===== src/kdb_pkg.sv =====
`default_nettype none
package kdb_pkg;

    localparam int CFG_ADDR_W = 8;
    localparam int CFG_DATA_W = 16;
    localparam int DEB_W      = 8;
    localparam int HOLD_W     = 16;

    localparam logic [CFG_ADDR_W-1:0] CFG_DEBOUNCE_TICKS   = 8'd0;
    localparam logic [CFG_ADDR_W-1:0] CFG_LONG_PRESS_TICKS = 8'd1;

    localparam logic [DEB_W-1:0]  DEBOUNCE_RESET   = 8'd20;
    localparam logic [HOLD_W-1:0] LONG_PRESS_RESET = 16'd1000;

    typedef struct packed {
        logic [DEB_W-1:0]  debounce_ticks;
        logic [HOLD_W-1:0] long_press_ticks;
    } cfg_t;

    typedef struct packed {
        logic long_press_event;
        logic short_press_event;
        logic released_event;
        logic pressed_event;
        logic stable_pressed;
    } result_t;

endpackage
`default_nettype wire


===== src/kdb_cfg.sv =====
`default_nettype none
module kdb_cfg (
    input  wire logic                             aclk,
    input  wire logic                             aresetn,
    input  wire logic                             cfg_valid,
    output logic                                  cfg_ready,
    input  wire logic [kdb_pkg::CFG_ADDR_W-1:0]   cfg_addr,
    input  wire logic [kdb_pkg::CFG_DATA_W-1:0]   cfg_data,
    output kdb_pkg::cfg_t                         cfg
);

    kdb_pkg::cfg_t cfg_reg;

    assign cfg_ready = 1'b1;
    assign cfg       = cfg_reg;

    always_ff @(posedge aclk) begin
        if (!aresetn) begin
            cfg_reg.debounce_ticks   <= kdb_pkg::DEBOUNCE_RESET;
            cfg_reg.long_press_ticks <= kdb_pkg::LONG_PRESS_RESET;
        end else if (cfg_valid) begin
            unique case (cfg_addr)
                kdb_pkg::CFG_DEBOUNCE_TICKS: begin
                    cfg_reg.debounce_ticks <= cfg_data[kdb_pkg::DEB_W-1:0];
                end
                kdb_pkg::CFG_LONG_PRESS_TICKS: begin
                    cfg_reg.long_press_ticks <= cfg_data[kdb_pkg::HOLD_W-1:0];
                end
                default: begin
                end
            endcase
        end
    end

endmodule
`default_nettype wire


===== src/kdb_core.sv =====
`default_nettype none
module kdb_core (
    input  wire logic           aclk,
    input  wire logic           aresetn,
    input  wire logic           advance,
    input  wire logic           raw_pressed,
    input  wire kdb_pkg::cfg_t  cfg,
    output kdb_pkg::result_t    result
);

    logic                       level_reg, level_next;
    logic                       wait_reg, wait_next;
    logic [kdb_pkg::DEB_W-1:0]  wcnt_reg, wcnt_next;
    logic [kdb_pkg::HOLD_W-1:0] hold_reg, hold_next;
    logic                       lrep_reg, lrep_next;
    logic                       prev_reg, prev_next;

    always_comb begin
        level_next = level_reg;
        wait_next  = wait_reg;
        wcnt_next  = wcnt_reg;
        hold_next  = hold_reg;
        lrep_next  = lrep_reg;
        prev_next  = raw_pressed;
        result     = '0;

        if (level_reg && (hold_reg != '1)) begin
            hold_next = hold_reg + 1'b1;
        end

        if (wait_reg) begin
            if (wcnt_reg != '1) begin
                wcnt_next = wcnt_reg + 1'b1;
            end
        end else if (raw_pressed != prev_reg) begin
            wait_next = 1'b1;
            wcnt_next = '0;
        end

        if (wait_next && (wcnt_next >= cfg.debounce_ticks)) begin
            if (raw_pressed != level_reg) begin
                level_next = raw_pressed;
                if (raw_pressed) begin
                    result.pressed_event = 1'b1;
                    lrep_next = 1'b0;
                    hold_next = '0;
                end else begin
                    result.released_event = 1'b1;
                    if (!lrep_reg) begin
                        if (hold_next >= cfg.long_press_ticks) begin
                            result.long_press_event = 1'b1;
                        end else begin
                            result.short_press_event = 1'b1;
                        end
                    end
                end
            end
            wait_next = 1'b0;
        end

        if (level_next && !lrep_next && (hold_next >= cfg.long_press_ticks)) begin
            lrep_next = 1'b1;
            result.long_press_event = 1'b1;
        end

        result.stable_pressed = level_next;
    end

    always_ff @(posedge aclk) begin
        if (!aresetn) begin
            level_reg <= 1'b0;
            wait_reg  <= 1'b0;
            wcnt_reg  <= '0;
            hold_reg  <= '0;
            lrep_reg  <= 1'b0;
            prev_reg  <= 1'b0;
        end else if (advance) begin
            level_reg <= level_next;
            wait_reg  <= wait_next;
            wcnt_reg  <= wcnt_next;
            hold_reg  <= hold_next;
            lrep_reg  <= lrep_next;
            prev_reg  <= prev_next;
        end
    end

endmodule
`default_nettype wire


===== src/key_debounce_short_long_press_top.sv =====
// Key debounce with short-press and long-press detection.
// Input stream (s_): one item per millisecond tick, s_tdata[0] = raw_pressed.
// Result stream (m_): exactly one item per input item, in order, with
//   m_tdata[0] stable_pressed, [1] pressed_event, [2] released_event,
//   [3] short_press_event, [4] long_press_event; events are one-item pulses.
// Config channel: cfg_addr 0 = debounce_ticks (8 bit, reset 20),
//   cfg_addr 1 = long_press_ticks (16 bit, reset 1000); other addresses
//   are accepted and ignored. cfg_ready is always high. Write only while idle.
// Path: an item goes through the input register, then the result register
//   that drives m_tvalid. Throughput: one item per cycle unless stalled; the
//   tick state update is a single pass of counter increments and compares.
// Reset (aresetn low, synchronous): key released, no debounce wait, counters
//   cleared, configuration back to defaults, both stages empty.
// Stall: when m_tready is low the result register holds; one more item is
//   taken into the input register, after which s_tready drops until the
//   result is taken.
`default_nettype none
module key_debounce_short_long_press_top (
    input  wire logic                             aclk,
    input  wire logic                             aresetn,
    input  wire logic                             s_tvalid,
    output logic                                  s_tready,
    input  wire logic [7:0]                       s_tdata,   // [0] raw_pressed
    output logic                                  m_tvalid,
    input  wire logic                             m_tready,
    // [0] stable_pressed, [1] pressed_event, [2] released_event,
    // [3] short_press_event, [4] long_press_event
    output logic [7:0]                            m_tdata,
    input  wire logic                             cfg_valid,
    output logic                                  cfg_ready,
    input  wire logic [kdb_pkg::CFG_ADDR_W-1:0]   cfg_addr,
    input  wire logic [kdb_pkg::CFG_DATA_W-1:0]   cfg_data
);

    kdb_pkg::cfg_t    cfg;
    kdb_pkg::result_t result;
    kdb_pkg::result_t out_reg;
    logic             in_valid_reg;
    logic             in_raw_reg;
    logic             out_valid_reg;
    logic             advance;

    assign advance  = in_valid_reg && (!out_valid_reg || m_tready);
    assign s_tready = !in_valid_reg || advance;
    assign m_tvalid = out_valid_reg;
    assign m_tdata  = {3'b000, out_reg};

    kdb_cfg u_cfg (
        .aclk      (aclk),
        .aresetn   (aresetn),
        .cfg_valid (cfg_valid),
        .cfg_ready (cfg_ready),
        .cfg_addr  (cfg_addr),
        .cfg_data  (cfg_data),
        .cfg       (cfg)
    );

    kdb_core u_core (
        .aclk        (aclk),
        .aresetn     (aresetn),
        .advance     (advance),
        .raw_pressed (in_raw_reg),
        .cfg         (cfg),
        .result      (result)
    );

    always_ff @(posedge aclk) begin
        if (!aresetn) begin
            in_valid_reg  <= 1'b0;
            out_valid_reg <= 1'b0;
        end else begin
            if (s_tready) begin
                in_valid_reg <= s_tvalid;
            end
            if (advance) begin
                out_valid_reg <= 1'b1;
            end else if (m_tready) begin
                out_valid_reg <= 1'b0;
            end
        end
    end

    always_ff @(posedge aclk) begin
        if (s_tready && s_tvalid) begin
            in_raw_reg <= s_tdata[0];
        end
        if (advance) begin
            out_reg <= result;
        end
    end

endmodule
`default_nettype wire


===== config.mk =====
export PLATFORM = sky130hd
export DESIGN_NAME = key_debounce_short_long_press_top
export DESIGN_NICKNAME = d
export VERILOG_FILES = /design/src/kdb_pkg.sv /design/src/kdb_cfg.sv /design/src/kdb_core.sv /design/src/key_debounce_short_long_press_top.sv
export SDC_FILE = /design/constraint.sdc
export NUM_CORES = 1
export LEC_CHECK = 0
export BUFFER_PORTS_ARGS = -buffer_cell sky130_fd_sc_hd__buf_2
export CORE_ASPECT_RATIO = 1.75
export CORE_MARGIN = 2
export CORE_UTILIZATION = 64
export DETAILED_ROUTE_END_ITERATION = 16
export GPL_TIMING_DRIVEN = 0
export PLACE_DENSITY = 0.86
export SLEW_MARGIN = 20
export SYNTH_ARGS = -nofsm -noshare
export SYNTH_HDL_FRONTEND = slang
export SYNTH_SLANG_ARGS = --single-unit

===== constraint.sdc =====
create_clock -name aclk -period 8.2 [get_ports aclk]
set_input_delay 0.41 -clock aclk [delete_from_list [all_inputs] [get_ports aclk]]
set_output_delay 0.41 -clock aclk [all_outputs]
set_load 0.03 [all_outputs]

; ---- After elaboration in Yosys (flattened, before gate mapping)
; Index checks and enable logic that the tools add are counted.
[classes]
addsub = 2
order_cmp = 3
n_eq_ne = 5
muxes = 25
bitwise_logic = 2
n_reduce_logical = 17
[op_table]
columns = op, count
row1 = 2-to-1 mux 16 bit, 4
row2 = greater-or-equal comparator 16 bit, 2
row3 = 2-to-1 mux 8 bit, 3
row4 = adder 16 x 1 -> 16 bit (second input constant), 1
row5 = != test 16 bit (second input constant), 1
row6 = 2-to-1 mux 1 bit, 14
row7 = adder 8 x 1 -> 8 bit (second input constant), 1
row8 = equality test 8 x 1 -> 1 bit (second input constant), 1
row9 = greater-or-equal comparator 8 bit, 1
row10 = logical NOT 8 bit, 1
row11 = 2-to-1 mux 4 bit, 2
row12 = != test 8 bit (second input constant), 1
row13 = logical AND 1 bit, 6
row14 = AND reduction 2 bit, 3
row15 = OR reduction 4 bit, 1
row16 = logical NOT 1 bit, 3
row17 = 2-to-1 mux 3 bit, 1
row18 = logical OR 1 bit, 2
row19 = 2-to-1 mux 2 bit, 1
row20 = != test 1 bit, 2
row21 = inverter 1 bit, 2
row22 = nonzero test 2 bit, 1
[totals]
reg_bits = 60
in_bits = 37
output_inout_bits = 11
wordCells = 70

; ---- Longest topological paths before layout
[depth]
depth_word = 10
depth_mapped = 21
depth_no_buf = 20

; ---- Modules after synthesis
; Synthesis repeated with hierarchy kept, for this count alone.
[unflattened]
cells_unflattened = 512
area_unflattened_um2 = 4332.9
[modules_own_cells]
columns = module, n_inst, cells_each, area_per_inst_um2, seq_area_each_um2
row1 = kdb_core, 1, 386, 2964.1, 560.5
row2 = kdb_cfg, 1, 107, 1058.5, 480.5
row3 = key_debounce_short_long_press_top, 1, 19, 310.3, 220.2

; ---- Least setup slack after synthesis
; No wires, ideal clock.
[synth_timing]
path_type = reg2reg
start = reg u_core.wcnt_reg[0] (netlist bit)
end = reg out_reg, in the netlist m_tdata[4], data pin
setup_time_ns = 0.269
arrival_ns = 4.131
required_ns = 7.931
slack_ns = 3.800
path_stages_with_launch = 21
path_buffers = 1
period_less_slack_ns = 4.400
path_cell_list = dfxtp_1 > ha_1 > and4_1 > a41oi_2 > nor2_1 > mux2i_1 > ha_1 > nand2b_4 > a2111oi_4 > o211ai_2 > nand2_2 > inv_2 > buf_6 > or2_1 > ha_1 > nand2b_1 > a211oi_1 > o211ai_1 > a2111o_1 > inv_1 > o22ai_1
[synth_via]
elab_chain_len = 9
word_cells_on_any_way = 15
cone_classes = add/sub: 1 / order compare: 2 / eq/ne: 1 / mux: 7 / reduce/logical: 4
[synth_rtl]
columns = element, line_no
row1 = start: declaration, kdb_core.sv:13  ; logic [kdb_pkg::DEB_W-1:0] wcnt_reg, wcnt_next;
row2 = start signal: assignment, kdb_core.sv:80  ; wcnt_reg <= wcnt_next;
row3 = adder 8 x 1 -> 8 bit or != test 8 bit (tied branches), "kdb_core.sv:33, kdb_core.sv:32"
row4 = 2-to-1 mux 8 bit, kdb_core.sv:32  ; if (wcnt_reg != '1) begin
row5 = 2-to-1 mux 8 bit *, kdb_core.sv:31  ; if (wait_reg) begin
row6 = greater-or-equal comparator 8 bit *, kdb_core.sv:40  ; if (wait_next && (wcnt_next >= cfg.debounce_ticks)) begin
row7 = logical AND 1 bit *, kdb_core.sv:40
row8 = branches (longest 4 deep; another with greater-or-equal comparator 16 bit), --
row9 = end signal: assignment, key_debounce_short_long_press_top.sv:88  ; out_reg <= result;
row10 = end: declaration, key_debounce_short_long_press_top.sv:37  ; kdb_pkg::result_t out_reg;
; Every way passes the cells marked *.
; A chain may end at the register's enable or synchronous reset.

; ---- Worst setup path after layout
; Ends and elaborated chain as after synthesis.

==> results.py <==
metrics = {
    "cts": {
        "cts_tree": "built",
        "numCtsBuffers": 9,
        "clock_latency_ps": 340,
        "cts.sinks": 60,
        "cts_hold_buf": 0,
        "clk_pin_slew_ps": 50,
        "cts_buffer_depth": 2,
        "cts-resized-gates": 0,
        "htreeDepth": 3,
        "cts_root_buffer": "clkbuf_16",
        "cts_setup_buffers": 0,
    },
    "yosys": {
        "ys_types": 74,
        "avgSynthCellArea_um2": 9.08,
        "synth_edf_count": 6,
        "yosysWarnings": 0,
        "postSynth.asyncResetShare_pct": 0,
        "ys_seq_area_share_pct": 30.1,
        "netlist_instances": 462,
        "synth_seq_cells": 60,
        "synth-main-ff-cell": "dfxtp_1",
        "syn_area_mm2": 0.00419,
    },
    "job": {
        "drv_cap": 0,
    },
    "worst_setup_path": {
        "setup.worst_path.end_class": "register",
        "path_class": "register to register",
        "cp.arrival_ps": 5410,
        "rrSetupSlack_ps": 2840,
        "cp.required_ps": 8260,
        "worstPathMaxFanout": 10,
        "crit_path_start_kind": "register",
    },
    "cells_and_area": {
        "nFillCells": 495,
        "nets": 590,
        "antenna_cells": 0,
        "final_layout_size_suffix_gt1_share_pct": 17.8,
        "syn_to_final_growth_pct": 14.4,
        "largest_register_ffs": 24,
    },
    "min_path": {
        "hold_path.class": "input port to register",
    },
    "power": {
        "finalPower_mw": 0.750,
        "p_leak_nw": 2.16,
        "power.density_mw_per_mm2": 156,
        "p_clk_share_pct": 53.4,
        "vdd.ir_drop.worst_mv": 0.164,
        "comb_power_share_pct": 6.4,
        "power_frac_seq_pct": 40.2,
        "netSwitchingFraction_pct": 22.9,
        "p_int_mw": 0.578,
        "p_switching_mw": 0.172,
    },
    "timing": {
        "post-route-period-util_pct": 65.3,
        "drv_slew": 0,
        "fin_crit_ps": 5360,
        "skew_ps": 8.70,
        "hold_viol": 0,
        "worstMarginPinSlew_ps": 568,
        "max-slew-margin-rel_pct": 61.9,
        "max_freq_mhz": 187,
        "rsz0062_at_grt": "false",
        "setup_violations": 0,
        "fin_setup_tns_ps": 0,
    },
    "route": {
        "wl_per_cell_um": 17.5,
        "firstDrtPassIters": 4,
        "drc": 0,
        "ant_nets": 0,
        "vias": 3714,
        "routed_wl_um": 10500,
        "drtIter0Drc": 159,
        "vias_per_cell": 6.21,
    },
    "die": {
        "start_util_pct": 65.1,
        "die_width_um": 65.2,
        "rows": 39,
        "io_pins": 48,
        "dieArea_mm2": 0.00724,
        "core_mm2": 0.00644,
        "die_height_um": 111,
    },
    "placement": {
        "port_buffers": 36,
        "dpl.hpwl_um": 8010,
        "place.gp.congestion": 0.862,
    },
    "global_route": {
        "groute.usage.overall_pct": 32.0,
        "grt_max_degree": 15,
        "antenna_found_initial": 0,
        "grt_pass1_vias": 3934,
        "gr-total-overflow": 0,
        "grt_pass1_wl_um": 17900,
    },
    "run_status": {
        "status": "completed",
    },
}
[critical path: stages, from the launching register on]
cell and delay [ps]:
dfxtp_1 350, ha_1 270, and4_1 290, a41oi_2 380, nor2_1 120, mux2i_1 350
ha_1 320, nand2b_4 150, a2111oi_4 380, o211ai_2 220, nand2_2 240, inv_2 90
buf_6 150, or2_1 230, ha_1 260, nand2b_1 150, a211oi_1 300, o211ai_1 150
a2111o_1 500, inv_1 80, o22ai_1 70
[per-stage QoR]
step / cells / setup WS [ps] / hold WS (ps) / area [um^2] / util (%)
floorplan: 464 / 3800 / 445 / 4200 / -
global placement: 582 / 3110 / 457 / 4480 / 69.6
detailed placement: 582 / 2930 / 462 / 4480 / 69.6
CTS: 598 / 2880 / 245 / 4800 / 74.5
global route: 598 / 2530 / 252 / 4800 / 74.5
finish: 598 / 2840 / 242 / 4800 / 74.5
[cell usage after synthesis (3+ instances only)]
cell type	n	share of area, %
nand2b_1	5	0.75
nand4_1	10	1.5
ha_1	42	13
buf_2	6	0.72
a21oi_1	26	3.1
nor3_1	6	0.72
edfxtp_1	6	4.3
xnor2_1	6	1.3
and2_1	13	1.9
a21boi_0	4	0.72
nor2b_1	24	3.6
xor2_1	7	1.5
clkbuf_1	12	1.1
o211ai_1	12	2.1
and3_4	3	0.81
inv_1	27	2.4
a211oi_1	7	1.3
nand3_1	19	2.3
nor2_1	11	0.98
dfxtp_1	54	26
a31oi_1	3	0.45
buf_4	4	0.72
nand2_1	35	3.1
o21a_1	7	1.3
a21o_1	4	0.72
mux2i_1	27	6.4
a32o_1	7	1.7
and3b_1	8	1.7
o21ai_0	10	1.2
[worst paths after layout]
check                                     to                from  cells after the start
worst max register to register    m_tdata[4]  u_core.wcnt_reg[0]                     20
worst min-delay path              in_raw_reg          s_tdata[0]                      1
worst max-delay path              m_tdata[4]  u_core.wcnt_reg[0]                     20
worst min register to register  u_cfg.cfg[9]        u_cfg.cfg[9]                      2
[cell type report]
cell class	count	area (um^2)	area share, %
buffer	25	131	2.74
clock buffer	13	272	5.66
clock inverter	3	42.5	0.887
inverter	28	105	2.19
multi-input combinational	351	2700	56.3
sequential	60	1260	26.3
tap	82	103	2.14
timing repair buffer	36	180	3.75
[cell usage in the layout, fill, tap and decap left out, types with 3 or more instances in the layout]
cell / count
conb_1: 4
and3b_1: 8
clkbuf_1: 14
and3_4: 3
nor2_1: 11
buf_4: 4
a21o_1: 4
a32o_1: 7
nand2b_1: 5
o211ai_1: 12
a21oi_1: 26
a31oi_1: 3
xor2_1: 7
nand2_1: 35
buf_2: 42
ha_1: 42
clkbuf_16: 10
o21ai_0: 10
nand3_1: 19
nor3_1: 6
mux2i_1: 27
nor2b_1: 24
a211oi_1: 7
nand4_1: 10
and2_1: 13
a21boi_0: 4
o21a_1: 7
dfxtp_1: 54
edfxtp_1: 6
inv_1: 27
xnor2_1: 6
[power by group through the flow]
| stage | combinational [mW] | sequential, mW | clock, mW |
|---|---|---|---|
| after floorplan | 0.0275 | 0.310 | 0 |
| after global placement | 0.0461 | 0.308 | 0 |
| after detailed placement | 0.0472 | 0.308 | 0 |
| after CTS | 0.0475 | 0.302 | 0.399 |
| after global routing | 0.0524 | 0.302 | 0.412 |
| final | 0.0480 | 0.302 | 0.400 |
[per-layer routing]
metal	vias to the layer above	track usage, %	wire, um	part of all wire, %
met2	118	55.6	5540	53
met4	0	26.7	866	8.3
met3	60	5.79	374	3.6
met5	-	0	0	0
met1	1757	31.5	3710	35
li1	1779	-	-	-
[logic make-up (layout without fill, tap and decap cells)]
| family | count (synthesis) | in the layout | share of synthesized area (%) |
|---|---|---|---|
| compound gates | 102 | 102 | 18.0 |
| xor+xnor | 15 | 15 | 3.49 |
| fa+ha+maj | 42 | 42 | 12.5 |
| buf+inv | 53 | 105 | 5.64 |
| flops | 60 | 60 | 30.1 |
| mux | 28 | 28 | 6.71 |
| other cells | 2 | 4 | 0.179 |
| simple gates | 160 | 160 | 23.4 |
(Power assumes the default switching activity.)
